## config.mk

```make
export PLATFORM = sky130hd
export DESIGN_NAME = two_level_thread_scheduler
export DESIGN_NICKNAME = d
export VERILOG_FILES = /design/src/design/tlts_pkg.sv /design/src/design/tlts_fifo.sv /design/src/design/two_level_thread_scheduler.sv
export SDC_FILE = /design/constraint.sdc
export NUM_CORES = 1
export LEC_CHECK = 0
export ABC_AREA = 1
export ABC_CLOCK_PERIOD_IN_PS = 3900
export BUFFER_PORTS_ARGS = -buffer_cell sky130_fd_sc_hd__buf_2
export CAP_MARGIN = 10
export CORE_ASPECT_RATIO = 2
export CORE_UTILIZATION = 55
export DETAILED_ROUTE_END_ITERATION = 7
export PLACE_DENSITY = 0.78
export SLEW_MARGIN = 20
export SYNTH_ARGS = -nofsm -noshare
export SYNTH_HDL_FRONTEND = slang
export SYNTH_HIERARCHICAL = 1
export SYNTH_SLANG_ARGS = --single-unit
```

## constraint.sdc

```tcl
create_clock -name clk -period 3.9 [get_ports clk]
set_clock_uncertainty 0.2 [all_clocks]
set_input_delay 0.585 -clock clk [delete_from_list [all_inputs] [get_ports clk]]
set_output_delay 0.585 -clock clk [all_outputs]
set_load 0.01 [all_outputs]
```

## src/design/tlts_pkg.sv

```systemverilog
// Package for the two-level thread scheduler.
// Holds the shared sizes, slot states, opcodes and event codes.
// No dependencies.
`default_nettype none

package tlts_pkg;

    // Number of thread slots and derived widths.
    localparam int SLOTS = 16;
    localparam int SW    = $clog2(SLOTS);
    localparam int CW    = $clog2(SLOTS + 1);

    // Width of the remaining-ticks field and the quantum register.
    localparam int TW = 16;
    localparam int QW = 8;

    // Quantum register value after reset.
    localparam logic [QW-1:0] QUANTUM_RESET = 8'd20;

    // Life-cycle state of one slot.
    typedef enum logic [1:0] {
        SS_FREE  = 2'd0,
        SS_READY = 2'd1,
        SS_RUN   = 2'd2,
        SS_BLOCK = 2'd3
    } slot_state_t;

    // Request opcodes.
    typedef enum logic [1:0] {
        OP_CREATE    = 2'd0,
        OP_TICK      = 2'd1,
        OP_DISK_READ = 2'd2,
        OP_DISK_DONE = 2'd3
    } op_t;

    // Event codes reported with every result.
    typedef enum logic [3:0] {
        EV_NONE      = 4'd0,
        EV_QUEUED    = 4'd1,
        EV_PREEMPTED = 4'd2,
        EV_REFUSED   = 4'd3,
        EV_QUANTUM   = 4'd4,
        EV_FINISHED  = 4'd5,
        EV_BLOCKED   = 4'd6,
        EV_WOKEN     = 4'd7,
        EV_ALL_DONE  = 4'd8
    } event_t;

endpackage

`default_nettype wire

```

## src/design/tlts_fifo.sv

```systemverilog
// Slot-number queue with a head pointer and a fill count.
// Used for the low-priority ready queue and the blocked queue.
// Depends on tlts_pkg.
`default_nettype none

module tlts_fifo (
    input  wire logic                   clk,
    input  wire logic                   rst_n,
    input  wire logic                   push,
    input  wire logic [tlts_pkg::SW-1:0] push_data,
    input  wire logic                   pop,
    output logic      [tlts_pkg::SW-1:0] head_data,
    output logic      [tlts_pkg::CW-1:0] count
);

    logic [tlts_pkg::SW-1:0] mem [tlts_pkg::SLOTS];
    logic [tlts_pkg::SW-1:0] head_reg, head_next;
    logic [tlts_pkg::CW-1:0] count_reg, count_next;
    logic [tlts_pkg::SW-1:0] head_data_reg;
    logic [tlts_pkg::SW:0]   tail_sum;
    logic [tlts_pkg::SW-1:0] tail;
    logic                    do_push;
    logic                    do_pop;

    // Tail position is head plus count, wrapped at the slot count.
    always_comb
    begin
        tail_sum = {1'b0, head_reg} + (tlts_pkg::SW+1)'(count_reg);
        if (tail_sum >= (tlts_pkg::SW+1)'(tlts_pkg::SLOTS))
        begin
            tail_sum = tail_sum - (tlts_pkg::SW+1)'(tlts_pkg::SLOTS);
        end
        tail = tail_sum[tlts_pkg::SW-1:0];
    end

    assign do_push = push && (count_reg < tlts_pkg::CW'(tlts_pkg::SLOTS));
    assign do_pop  = pop && (count_reg != '0);

    // Pointer and count update.
    always_comb
    begin
        head_next  = head_reg;
        count_next = count_reg;
        if (do_pop)
        begin
            if (head_reg == tlts_pkg::SW'(tlts_pkg::SLOTS - 1))
            begin
                head_next = '0;
            end
            else
            begin
                head_next = head_reg + 1'b1;
            end
        end
        if (do_push && !do_pop)
        begin
            count_next = count_reg + 1'b1;
        end
        else if (do_pop && !do_push)
        begin
            count_next = count_reg - 1'b1;
        end
    end

    always_ff @(posedge clk or negedge rst_n)
    begin
        if (!rst_n)
        begin
            head_reg  <= '0;
            count_reg <= '0;
        end
        else
        begin
            head_reg  <= head_next;
            count_reg <= count_next;
        end
    end

    // Queue storage: one write port, registered read of the head entry.
    always_ff @(posedge clk)
    begin
        if (do_push)
        begin
            mem[tail] <= push_data;
        end
        head_data_reg <= mem[head_reg];
    end

    assign head_data = head_data_reg;
    assign count     = count_reg;

endmodule

`default_nettype wire

```

## src/design/two_level_thread_scheduler.sv

```systemverilog
// Two-level thread scheduler: request sequencer, slot table and selection scan.
// Depends on tlts_pkg and tlts_fifo.
`default_nettype none

// A request is taken when start is high and busy is low; its single result
// appears on the result ports for one cycle with done high, and the receiver
// cannot hold it off. A request that needs no new selection is answered
// straight from the execute state. A request that makes the scheduler pick
// the next thread goes on to the scan and pick states: the selection walks
// the slot table one slot per cycle through the single read port of the
// remaining-ticks memory, comparing each ready high-priority slot against the
// best so far in one shared comparator. busy stays high until the result is out.
module two_level_thread_scheduler (
    input  wire logic                   clk,
    input  wire logic                   rst_n,
    input  wire logic                   start,
    output logic                        busy,
    input  wire logic [1:0]             opcode,
    input  wire logic                   prio_hi,
    input  wire logic [15:0]            run_ticks,
    input  wire logic                   cache_miss,
    output logic                        done,
    output logic      [3:0]             event_code,
    output logic      [3:0]             running_slot,
    output logic                        running_idle,
    output logic      [3:0]             created_slot,
    input  wire logic                   quantum_we,
    input  wire logic [7:0]             quantum_len
);

    localparam int SW = tlts_pkg::SW;
    localparam int CW = tlts_pkg::CW;
    localparam int TW = tlts_pkg::TW;
    localparam int QW = tlts_pkg::QW;

    typedef enum logic [3:0] {
        ST_IDLE = 4'b0001,
        ST_EXEC = 4'b0010,
        ST_SCAN = 4'b0100,
        ST_PICK = 4'b1000
    } fsm_t;

    fsm_t                   state_reg, state_next;
    tlts_pkg::op_t          op_reg, op_next;
    logic                   hi_reg, hi_next;
    logic [TW-1:0]          ticks_reg, ticks_next;
    logic                   miss_reg, miss_next;
    logic [SW-1:0]          cur_reg, cur_next;
    logic                   run_reg, run_next;
    logic [QW-1:0]          ql_reg, ql_next;
    logic [QW-1:0]          qt_reg;
    tlts_pkg::slot_state_t  status_reg [tlts_pkg::SLOTS];
    tlts_pkg::slot_state_t  status_next [tlts_pkg::SLOTS];
    logic                   high_reg [tlts_pkg::SLOTS];
    logic                   high_next [tlts_pkg::SLOTS];
    logic [CW-1:0]          idx_reg, idx_next;
    logic                   cand_reg, cand_next;
    logic [SW-1:0]          cand_slot_reg, cand_slot_next;
    logic                   best_valid_reg, best_valid_next;
    logic [SW-1:0]          best_slot_reg, best_slot_next;
    logic [TW-1:0]          best_rem_reg, best_rem_next;
    logic                   fin_reg, fin_next;
    tlts_pkg::event_t       ev_reg, ev_next;
    logic [SW-1:0]          created_reg, created_next;
    logic                   done_reg, done_next;

    // Remaining-ticks memory.
    logic [TW-1:0]          rem_mem [tlts_pkg::SLOTS];
    logic [TW-1:0]          rem_rd_reg;
    logic                   rem_we;
    logic [SW-1:0]          rem_waddr;
    logic [TW-1:0]          rem_wdata;
    logic [SW-1:0]          rem_raddr;

    // Queue interfaces.
    logic                   lpush, lpop, bpush, bpop;
    logic [SW-1:0]          lpush_data;
    logic [SW-1:0]          lhead, bhead;
    logic [CW-1:0]          lcount, bcount;

    // Helpers.
    logic                   free_found;
    logic [SW-1:0]          free_slot;
    logic                   high_ready;
    logic [QW-1:0]          quantum_load;
    logic [TW-1:0]          rem_dec;
    logic [QW-1:0]          ql_dec;

    tlts_fifo u_low_fifo (
        .clk       (clk),
        .rst_n     (rst_n),
        .push      (lpush),
        .push_data (lpush_data),
        .pop       (lpop),
        .head_data (lhead),
        .count     (lcount)
    );

    tlts_fifo u_blk_fifo (
        .clk       (clk),
        .rst_n     (rst_n),
        .push      (bpush),
        .push_data (cur_reg),
        .pop       (bpop),
        .head_data (bhead),
        .count     (bcount)
    );

    // First free slot and any ready high-priority slot.
    always_comb
    begin
        free_found = 1'b0;
        free_slot  = '0;
        high_ready = 1'b0;
        for (int i = tlts_pkg::SLOTS - 1; i >= 0; i--)
        begin
            if (status_reg[i] == tlts_pkg::SS_FREE)
            begin
                free_found = 1'b1;
                free_slot  = SW'(i);
            end
            if (status_reg[i] == tlts_pkg::SS_READY && high_reg[i])
            begin
                high_ready = 1'b1;
            end
        end
    end

    // A zero quantum acts as one.
    assign quantum_load = (qt_reg == '0) ? QW'(1) : qt_reg;
    assign rem_dec      = (rem_rd_reg > TW'(1)) ? rem_rd_reg - 1'b1 : '0;
    assign ql_dec       = (ql_reg != '0) ? ql_reg - 1'b1 : '0;

    // Sequencer.
    always_comb
    begin
        state_next      = state_reg;
        op_next         = op_reg;
        hi_next         = hi_reg;
        ticks_next      = ticks_reg;
        miss_next       = miss_reg;
        cur_next        = cur_reg;
        run_next        = run_reg;
        ql_next         = ql_reg;
        status_next     = status_reg;
        high_next       = high_reg;
        idx_next        = idx_reg;
        cand_next       = cand_reg;
        cand_slot_next  = cand_slot_reg;
        best_valid_next = best_valid_reg;
        best_slot_next  = best_slot_reg;
        best_rem_next   = best_rem_reg;
        fin_next        = fin_reg;
        ev_next         = ev_reg;
        created_next    = created_reg;
        done_next       = 1'b0;
        rem_we          = 1'b0;
        rem_waddr       = cur_reg;
        rem_wdata       = rem_dec;
        rem_raddr       = cur_reg;
        lpush           = 1'b0;
        lpush_data      = cur_reg;
        lpop            = 1'b0;
        bpush           = 1'b0;
        bpop            = 1'b0;

        case (state_reg)
            ST_IDLE:
            begin
                if (start)
                begin
                    op_next    = tlts_pkg::op_t'(opcode);
                    hi_next    = prio_hi;
                    ticks_next = run_ticks;
                    miss_next  = cache_miss;
                    state_next = ST_EXEC;
                end
            end

            ST_EXEC:
            begin
                ev_next      = tlts_pkg::EV_NONE;
                created_next = '0;
                fin_next     = 1'b0;
                state_next   = ST_IDLE;
                done_next    = 1'b1;
                case (op_reg)
                    tlts_pkg::OP_CREATE:
                    begin
                        if (!free_found)
                        begin
                            ev_next = tlts_pkg::EV_REFUSED;
                        end
                        else
                        begin
                            status_next[free_slot] = tlts_pkg::SS_READY;
                            high_next[free_slot]   = hi_reg;
                            rem_we       = 1'b1;
                            rem_waddr    = free_slot;
                            rem_wdata    = (ticks_reg == '0) ? TW'(1) : ticks_reg;
                            created_next = free_slot;
                            ev_next      = tlts_pkg::EV_QUEUED;
                            if (!hi_reg)
                            begin
                                lpush      = 1'b1;
                                lpush_data = free_slot;
                                if (!run_reg)
                                begin
                                    state_next = ST_SCAN;
                                end
                            end
                            else if (run_reg && !high_reg[cur_reg])
                            begin
                                // High create preempts the running low thread.
                                status_next[cur_reg]   = tlts_pkg::SS_READY;
                                lpush                  = 1'b1;
                                status_next[free_slot] = tlts_pkg::SS_RUN;
                                cur_next = free_slot;
                                ql_next  = quantum_load;
                                ev_next  = tlts_pkg::EV_PREEMPTED;
                            end
                            else if (!run_reg)
                            begin
                                state_next = ST_SCAN;
                            end
                        end
                    end

                    tlts_pkg::OP_TICK:
                    begin
                        if (run_reg)
                        begin
                            rem_we = 1'b1;
                            if (rem_dec == '0)
                            begin
                                status_next[cur_reg] = tlts_pkg::SS_FREE;
                                high_next[cur_reg]   = 1'b0;
                                fin_next   = 1'b1;
                                state_next = ST_SCAN;
                            end
                            else if (!high_reg[cur_reg])
                            begin
                                ql_next = ql_dec;
                                if (high_ready || ql_dec == '0)
                                begin
                                    status_next[cur_reg] = tlts_pkg::SS_READY;
                                    lpush      = 1'b1;
                                    state_next = ST_SCAN;
                                    ev_next    = high_ready ? tlts_pkg::EV_PREEMPTED
                                                            : tlts_pkg::EV_QUANTUM;
                                end
                            end
                        end
                    end

                    tlts_pkg::OP_DISK_READ:
                    begin
                        if (run_reg && miss_reg)
                        begin
                            status_next[cur_reg] = tlts_pkg::SS_BLOCK;
                            bpush      = 1'b1;
                            state_next = ST_SCAN;
                            ev_next    = tlts_pkg::EV_BLOCKED;
                        end
                    end

                    tlts_pkg::OP_DISK_DONE:
                    begin
                        if (bcount != '0)
                        begin
                            bpop = 1'b1;
                            status_next[bhead] = tlts_pkg::SS_READY;
                            if (!high_reg[bhead])
                            begin
                                lpush      = 1'b1;
                                lpush_data = bhead;
                            end
                            if (!run_reg)
                            begin
                                state_next = ST_SCAN;
                            end
                            ev_next = tlts_pkg::EV_WOKEN;
                        end
                    end

                    default:
                    begin
                        ev_next = tlts_pkg::EV_NONE;
                    end
                endcase

                // Enter the selection scan.
                if (state_next == ST_SCAN)
                begin
                    done_next       = 1'b0;
                    idx_next        = '0;
                    cand_next       = 1'b0;
                    best_valid_next = 1'b0;
                end
            end

            ST_SCAN:
            begin
                rem_raddr = idx_reg[SW-1:0];
                // Shared comparator: fewest remaining ticks, lowest slot on ties.
                if (cand_reg && (!best_valid_reg || rem_rd_reg < best_rem_reg))
                begin
                    best_valid_next = 1'b1;
                    best_slot_next  = cand_slot_reg;
                    best_rem_next   = rem_rd_reg;
                end
                if (idx_reg == CW'(tlts_pkg::SLOTS))
                begin
                    cand_next  = 1'b0;
                    state_next = ST_PICK;
                end
                else
                begin
                    cand_next = (status_reg[idx_reg[SW-1:0]] == tlts_pkg::SS_READY)
                                && high_reg[idx_reg[SW-1:0]];
                    cand_slot_next = idx_reg[SW-1:0];
                    idx_next       = idx_reg + 1'b1;
                end
            end

            ST_PICK:
            begin
                // High threads first, then the head of the low ready queue.
                if (best_valid_reg)
                begin
                    status_next[best_slot_reg] = tlts_pkg::SS_RUN;
                    cur_next = best_slot_reg;
                    run_next = 1'b1;
                    ql_next  = quantum_load;
                end
                else if (lcount != '0)
                begin
                    lpop = 1'b1;
                    status_next[lhead] = tlts_pkg::SS_RUN;
                    cur_next = lhead;
                    run_next = 1'b1;
                    ql_next  = quantum_load;
                end
                else
                begin
                    run_next = 1'b0;
                end
                if (fin_reg)
                begin
                    ev_next = (!run_next && bcount == '0) ? tlts_pkg::EV_ALL_DONE
                                                          : tlts_pkg::EV_FINISHED;
                end
                done_next  = 1'b1;
                state_next = ST_IDLE;
            end

            default:
            begin
                state_next = ST_IDLE;
            end
        endcase
    end

    // Control registers.
    always_ff @(posedge clk or negedge rst_n)
    begin
        if (!rst_n)
        begin
            state_reg      <= ST_IDLE;
            run_reg        <= 1'b0;
            cur_reg        <= '0;
            ql_reg         <= tlts_pkg::QUANTUM_RESET;
            qt_reg         <= tlts_pkg::QUANTUM_RESET;
            idx_reg        <= '0;
            cand_reg       <= 1'b0;
            best_valid_reg <= 1'b0;
            fin_reg        <= 1'b0;
            ev_reg         <= tlts_pkg::EV_NONE;
            created_reg    <= '0;
            done_reg       <= 1'b0;
            for (int i = 0; i < tlts_pkg::SLOTS; i++)
            begin
                status_reg[i] <= tlts_pkg::SS_FREE;
                high_reg[i]   <= 1'b0;
            end
        end
        else
        begin
            state_reg      <= state_next;
            run_reg        <= run_next;
            cur_reg        <= cur_next;
            ql_reg         <= ql_next;
            idx_reg        <= idx_next;
            cand_reg       <= cand_next;
            best_valid_reg <= best_valid_next;
            fin_reg        <= fin_next;
            ev_reg         <= ev_next;
            created_reg    <= created_next;
            done_reg       <= done_next;
            status_reg     <= status_next;
            high_reg       <= high_next;
            if (quantum_we)
            begin
                qt_reg <= quantum_len;
            end
        end
    end

    // Request payload and scan data registers.
    always_ff @(posedge clk)
    begin
        op_reg        <= op_next;
        hi_reg        <= hi_next;
        ticks_reg     <= ticks_next;
        miss_reg      <= miss_next;
        cand_slot_reg <= cand_slot_next;
        best_slot_reg <= best_slot_next;
        best_rem_reg  <= best_rem_next;
    end

    // Remaining-ticks memory: one write port, one registered read port.
    always_ff @(posedge clk)
    begin
        if (rem_we)
        begin
            rem_mem[rem_waddr] <= rem_wdata;
        end
        rem_rd_reg <= rem_mem[rem_raddr];
    end

    // Outputs.
    assign busy         = (state_reg != ST_IDLE);
    assign done         = done_reg;
    assign event_code   = ev_reg;
    assign running_slot = run_reg ? 4'(cur_reg) : 4'd0;
    assign running_idle = !run_reg;
    assign created_slot = 4'(created_reg);

    // The result strobe only rises once the sequencer is back to idle.
    a_done_idle: assert property (@(posedge clk) disable iff (!rst_n)
        done |-> !busy)
        else $error("result strobe while busy");

    // An accepted request always makes the block busy.
    a_accept_busy: assert property (@(posedge clk) disable iff (!rst_n)
        start && !busy |=> busy)
        else $error("request accepted but block not busy");

    // Event codes stay in range.
    a_event_range: assert property (@(posedge clk) disable iff (!rst_n)
        done |-> event_code <= 4'd8)
        else $error("event code out of range");

    // Between requests, the running slot is marked as running in the slot table.
    a_run_status: assert property (@(posedge clk) disable iff (!rst_n)
        run_reg && state_reg == ST_IDLE |-> status_reg[cur_reg] == tlts_pkg::SS_RUN)
        else $error("running slot not marked running");

    // The result strobe never stays high: each result is a single pulse.
    a_done_pulse: assert property (@(posedge clk) disable iff (!rst_n)
        done |=> !done)
        else $error("result strobe longer than one cycle");

endmodule

`default_nettype wire
```

==> impl_results.md, run 1 <==
- RSZ-0062 raised after global routing: true
- Die Wd: roughly 160 microns
- CTS tree: built
- WHS: about 26 ps
- Multi-input logic area: 0.0109 sq mm
- Flops & latches, synth: 560
- Number of global-route vias before repair: 25.8k
- Largest net degree at the start of global routing: 129
- CP most frequent cell: nand2_1
- Top cell family by delay on the critical path: simple AND/OR/NAND/NOR gates
- Initial antenna violation count: 3
- EDFF count, synth: between 400 and 500
- Avg Cell Area, Syn: about 9 sq um
- CTS Buffer Depth: 3
- Placed insts: ~4k
- Share of cells above drive strength 1: approximately 14%
- Post-synth top area cell: edfxtp_1
- Drt wl/cell: approximately 26 microns
- Crit Path Max Fanout: 4
- Period Utilization, post-route: between 90% and 100%
- Aggregate routed wire length: 108 mm
- Final Setup Violations: 0
- Worst setup path start: high_reg[9]
- Hold depth: 3
- CTS sink count: 560
- Final hold vios: 0
- VDD IR max: 0.594 mV
- Post-route cell area: about 0.033 sq mm
- Mapped cell area: between 0.02 and 0.03 sq mm
- Async SR Flop Fraction: 19.3%
- Worst EP required: approximately 4300 ps
- Mapped Nets: around 3.3k
- Die area: around 0.053 sq mm
- Leakage power: 0.0135 uW
- Cell area after placement: approximately 0.031 sq mm
- Htree depth: 2
- Synth Instances: approximately 3.2k
- Clock Tree Root: clkbuf_16
- Die H: 325 microns
- Post-synth top cells: 530 x nand2_1, 471 x nor2_1, 428 x edfxtp_1
- First-pass GRT wire length: between 150 and 200 mm
- CTS Buf Count: 50
- IO buf count: between 40 and 50
- Area contributors post-synth: edfxtp_1 45%, dfrtp_1 9.0%, nand2_1 6.9%
- Worst Setup End Kind: register
- Overflow after GRT: 0
- Rel. slew slack: 26.0%
- Worst Max-Slew Pin Slew: about 1100 ps
- Avg Vias per Cell: around 6.2
- Detailed Routing Iterations Pass 1: 6
- Biggest regs: rem_mem x256, u_blk_fifo/mem x64, u_low_fifo/mem x64
- # rows: 118
- Total global-route track usage: 41.1%
- Register area: around 0.016 sq mm
- Max reg flops: ~260
- Most common cell in the synthesized netlist: nand2_1
- Post-route ant nets: 0
- Slowest stage delay, CP: 620 ps
- Clock Latency Late Sink: 650 ps
- Register area share after synthesis: 56.0%
- Prevailing post-synth register cell: edfxtp_1
- Max Cap Violations: 0
- Final Slew Violations: 0
- PwrDens: about 700 mW/mm^2
- Fmax: approximately 260 MHz
- CP max-delay cell: dfrtp_1
- FF-to-FF path depth: 19
- Fin crit period: about 3800 ps
- Boundary Pins: between 40 and 50
- Layout fillers: 4,107
- Synth top area share: between 40% and 50%
- Outcome: finished, final reports clean
- Critical R2R Launch: high_reg[9]
- Core ar.: slightly above 0.05 sq mm
- Yosys cell types: 67
- Type of the tightest min-delay check: in2reg
- Post-layout instance count excluding filler cells: 4,109
- Final core occ: 64.6%
- Cell Chain, Critical Path: inv_1 -> o221ai_1 -> a21o_1 -> nand2_1 -> nand4_1 -> a311oi_2 -> buf_6 -> inv_2 -> nor2_4 -> ha_4 -> inv_6 -> fa_2 -> nand2_2 -> nand2_2 -> nand2_1 -> nand2b_1 -> nand2_1 -> nand2_1 -> nand2_1
- Vias: 25.6k
- Warnings, synthesis: 6
- Clock slew at reported path FFs: roughly 70 ps
- DRC viols: 0
- HPWL after DPL: approximately 75 mm
- Crit path launch type: register
- Crit path depth: 19
- Nets: about 3.5k
- GPL Wtd Cong: 1.04
- P&R area growth vs syn: 16.5%
- Crit path kind: reg2reg
- Biggest register: rem_mem
- Hold Crit Start: quantum_len[1]
- Initial Util: a little under three fifths
- CP Data Arrival Time: 4190 ps
- Initial drt markers: 2,824
- Worst Path Buf+Inv: 4
## tightest hold or removal path: stages
cell and delay [ps]:
buf_2 80, nand2_1 50, o21ai_0 80
## cell usage in the layout (no fill, tap or decap), types with 13 or more instances in the layout
cell	n
nand2_1	520
nor2_1	446
edfxtp_1	428
inv_1	349
o21ai_0	303
nand3_1	262
buf_4	220
dfrtp_1	103
a21oi_1	95
nand4_1	75
clkbuf_16	50
buf_2	45
o211ai_1	35
ha_1	35
nor3_1	31
nor2_2	25
dlygate4sd3_1	23
dfxtp_1	23
o221ai_1	22
o32ai_1	22
nand2_2	19
nand3b_1	19
buf_12	18
a21boi_0	17
inv_2	15
o22ai_1	15
clkinv_1	13
## layer usage
metal,track usage [%],routed length (microns),vias up
li1,-,-,11347
met1,38.6,32900,12222
met2,71.9,54900,1466
met3,8.55,8030,565
met4,39.3,12300,4
met5,0,29,-
## timing repair
item	in CTS	in global routing
hold buffers	23	0
buffers inserted	1	7
pin swaps	5	14
endpoints found under the hold margin	63	0
resized for setup	11	45
setup endpoints to repair	2	443
## power by group
| group | switching, uW | internal, uW |
|---|---|---|
| Clock | 2420 | 2810 |
| Combinational | 6660 | 2980 |
| Sequential | 571 | 7640 |
| Total | 9650 | 13400 |
## cell families (layout without fill, tap and decap cells)
logic type | count (synthesis) | in the layout | synth area share, %
other cells | 0 | 4 | 0
flops | 560 | 560 | 56.0
fa+ha+maj | 44 | 44 | 2.03
buf+inv | 518 | 779 | 7.23
compound gates | 593 | 593 | 12.3
simple gates | 1447 | 1447 | 21.8
xor+xnor | 19 | 19 | 0.581
mux | 3 | 3 | 0.118
## metrics by stage
stage / worst slack, ps / power (uW) / TNS (ps)
finish: 64.1 / 23100 / 0
CTS: 20.1 / 22500 / 0
global route: -106 / 23900 / -128
floorplan: 380 / 13000 / 0
global placement: -94.3 / 17200 / -94.3
detailed placement: -191 / 17300 / -270
## cell type report
cell class | instances | share of cell area [%]
Timing Repair Buffer | 309 | 7.49
Sequential cell | 560 | 48.1
Multi-Input combinational cell | 2106 | 32.5
Clock inverter | 36 | 1.32
Tap cell | 660 | 2.47
Inverter | 378 | 4.29
Clock buffer | 56 | 3.82
Antenna cell | 4 | 0.0300
## worst paths after layout
| path | endpoint | slack, ps |
|---|---|---|
| worst max register to register | u_low_fifo/count[4] | 60 |
| worst max-delay path | u_low_fifo/count[4] | 60 |
| max in group asynchronous | high_reg[8] | 1990 |
| worst min-delay path | qt_reg[1] | 30 |
| worst min register to register | best_slot_reg[2] | 230 |
| min in group asynchronous | u_blk_fifo/head_reg[3] | 370 |
Power figures use the tool's default switching activity.
==> run 2, diff against run 1 <==
- CORE_MARGIN: not set -> 2
- PLACE_DENSITY: 0.78 -> 0.77
- SLEW_MARGIN: 20 -> 10
==> run 2 against run 1 <==
  * Total power fell by 5.8%
  * Clock-buffer cell count rose by 6
  * Flip-flop and latch count did not move
  * First-iteration DRC count fell by 14%
  * Routed wire length fell by 9.5%
  * Clock power fell by 4%
  * Combinational power fell by 12%
  * Sequential share of layout area rose by 0.76 points
  * Global-route usage fell by 4.8 points
  * Die area rose by 1.8%
  * Worst setup slack improved by 130 ps
  * Critical endpoint is now u_low_fifo/count[3]
==> impl_results.md, run 2 (synthesis gave the netlist of run 1 again) <==
- GRT busiest layer: met2
- Biggest regs: rem_mem x256, u_blk_fifo/mem x64, u_low_fifo/mem x64
- P&R area growth vs syn: 14.6%
- Total Power: between 20,000 and 25,000 uW
- Worst Setup End Kind: register
- Crit Path Max Fanout: 6
- Post-route ant nets: 0
- Met2 Use GR: 63.9%
- HPWL after DPL: 68.2 mm
- Multi-input logic area: about 0.011 sq mm
- First-pass GRT wire length: around 140 mm
- Share of cells above drive strength 1: 12.6%
- Outcome: finished, final reports clean
- Period Utilization, post-route: 95.0%
- PwrDens: approximately 660 mW/mm^2
- Final Setup Violations: 0
- Layout fillers: ~4.2k
- Final hold vios: 0
- Die H: between 300 and 400 microns
- Cell area after placement: between 0.03 and 0.04 sq mm
- Final Slew Violations: 0
- GPL Wtd Cong: ~1.0
- Core ar.: 0.0517 sq mm
- Crit path kind: reg2reg
- Met3 Use GR: approximately 6.8%
- Avg Vias per Cell: a little over 6
- Leakage power: roughly 0.013 uW
- Die Wd: about 170 microns
- # rows: between 100 and 150
- Vias: around 25k
- Most frequent cells in the layout: 526 x nand2_1, 449 x nor2_1, 428 x edfxtp_1
- Met1 Use GR: between 30 and 40%
- Total global-route track usage: 36.3%
- Initial antenna violation count: 0
- VDD IR max: roughly 0.58 mV
- Type of the tightest min-delay check: in2reg
- Detailed Routing Iterations Pass 1: 6
- Fmax: 270 MHz
- Max Cap Violations: 0
- CTS sink count: 560
- CTS Buf Count: slightly above 50
- Rel. slew slack: around 17%
- Max reg flops: 256
- Post-route cell area: approximately 0.033 sq mm
- Diodes inserted: 0
- Drt wl/cell: ~24 microns
- CTS tree: built
- Clock Latency Late Sink: between 600 and 700 ps
- CP Data Arrival Time: 4000 ps
- Register area: 0.0160 sq mm
- Htree depth: 2
- Number of global-route vias before repair: roughly 25k
- Commonest non-fill, non-tap cell in the layout: nand2_1
- Overflow after GRT: 0
- Fin crit period: 3700 ps
- Worst Max-Slew Pin Slew: around 1200 ps
- Die area: around 0.054 sq mm
- Crit path launch type: register
- Initial Util: 55.5%
- Boundary Pins: 47
- CTS Buffer Depth: 3
- Clock slew at reported path FFs: approximately 70 ps
- IO buf count: 46
- Biggest register: rem_mem
- Clock Tree Root: clkbuf_16
- Worst EP required: about 4200 ps
- Initial drt markers: between 2k and 2.5k
- DRC viols: 0
- Largest net degree at the start of global routing: ~130
- Aggregate routed wire length: 97.9 mm
- Nets: 3,438
==> run 2: cell count changes in the layout (fill, tap and decap cells not counted), moves of 3 or more <==
cell / before / now
clkbuf_8: 0 / 3
clkinv_1: 13 / 18
nor2_1: 446 / 449
inv_1: 349 / 352
o21ai_0: 303 / 308
nand2_1: 520 / 526
o21ai_1: 10 / 7
buf_4: 220 / 179
diode_2: 4 / 0
clkinv_2: 12 / 9
clkinvlp_4: 7 / 3
nand2_2: 19 / 13
==> run 2: where the power goes <==
part           switching [uW]  internal, uW
logic                    5860          2590
clock network            2300          2750
registers                 588          7650
==> run 2: routing by layer <==
layer | vias up | part of all wire (%)
li1 | 11275 | -
met2 | 1262 | 51
met1 | 11949 | 32
met4 | 0 | 10
met5 | - | 0
met3 | 473 | 7.2
==> run 2: what timing repair did <==
action	in CTS	in global routing
resized for setup	3	20
endpoints found under the setup margin	2	3
endpoints found under the hold margin	63	0
pin swaps	0	6
buffers inserted	0	3
hold buffers	23	0
==> run 2: worst max-delay path, cell delays in order, from the launching register on <==
cell	delay, ps
dfrtp_1	380
inv_1	80
ha_2	190
nand3_2	110
nor2_4	160
nand3_4	120
nand2_2	80
nand2_1	60
nor3_2	250
nand2_2	110
nand3_2	100
nand4_1	130
a311oi_2	270
buf_4	160
inv_1	40
nor2_2	100
ha_2	200
inv_2	80
buf_4	150
ha_4	270
nand3_2	80
nand2_1	100
nand2_1	50
nand3_1	80
nand2_1	50
==> run 2: stage by stage <==
step / util (%) / setup WS (ps) / cells / TNS (ps) / hold WS [ps]
global placement: 59.6 / -188 / 3942 / -273 / 249
global route: 63.6 / -4.18 / 4063 / -4.18 / 7.91
finish: 63.6 / 197 / 4063 / 0 / 18.4
CTS: 63.3 / 5.94 / 4059 / 0 / 1.53
floorplan: - / 380 / 3184 / 0 / 89.4
detailed placement: 59.6 / -185 / 3942 / -314 / 236
==> run 2: path summary, 6_finish.rpt <==
kind | start | endpoint | slack [ps] | cells past startpoint
max in group asynchronous | rst_n | qt_reg[2] | 2180 | 3
min in group asynchronous | rst_n | u_blk_fifo/head_reg[1] | 380 | 2
worst max register to register | ql_reg[0] | u_low_fifo/count[3] | 200 | 24
worst min register to register | cand_slot_reg[0] | best_slot_reg[0] | 260 | 0
worst min-delay path | quantum_len[3] | qt_reg[3] | 20 | 2
worst max-delay path | ql_reg[0] | u_low_fifo/count[3] | 200 | 24
==> run 2: area by class of cell <==
cell class | instances | share of cell area [%]
sequential | 560 | 48.8
multi-input combinational | 2106 | 32.7
inverter | 378 | 4.35
clock inverter | 32 | 0.971
clock buffer | 62 | 4.10
timing repair buffer | 265 | 6.51
tap | 660 | 2.51
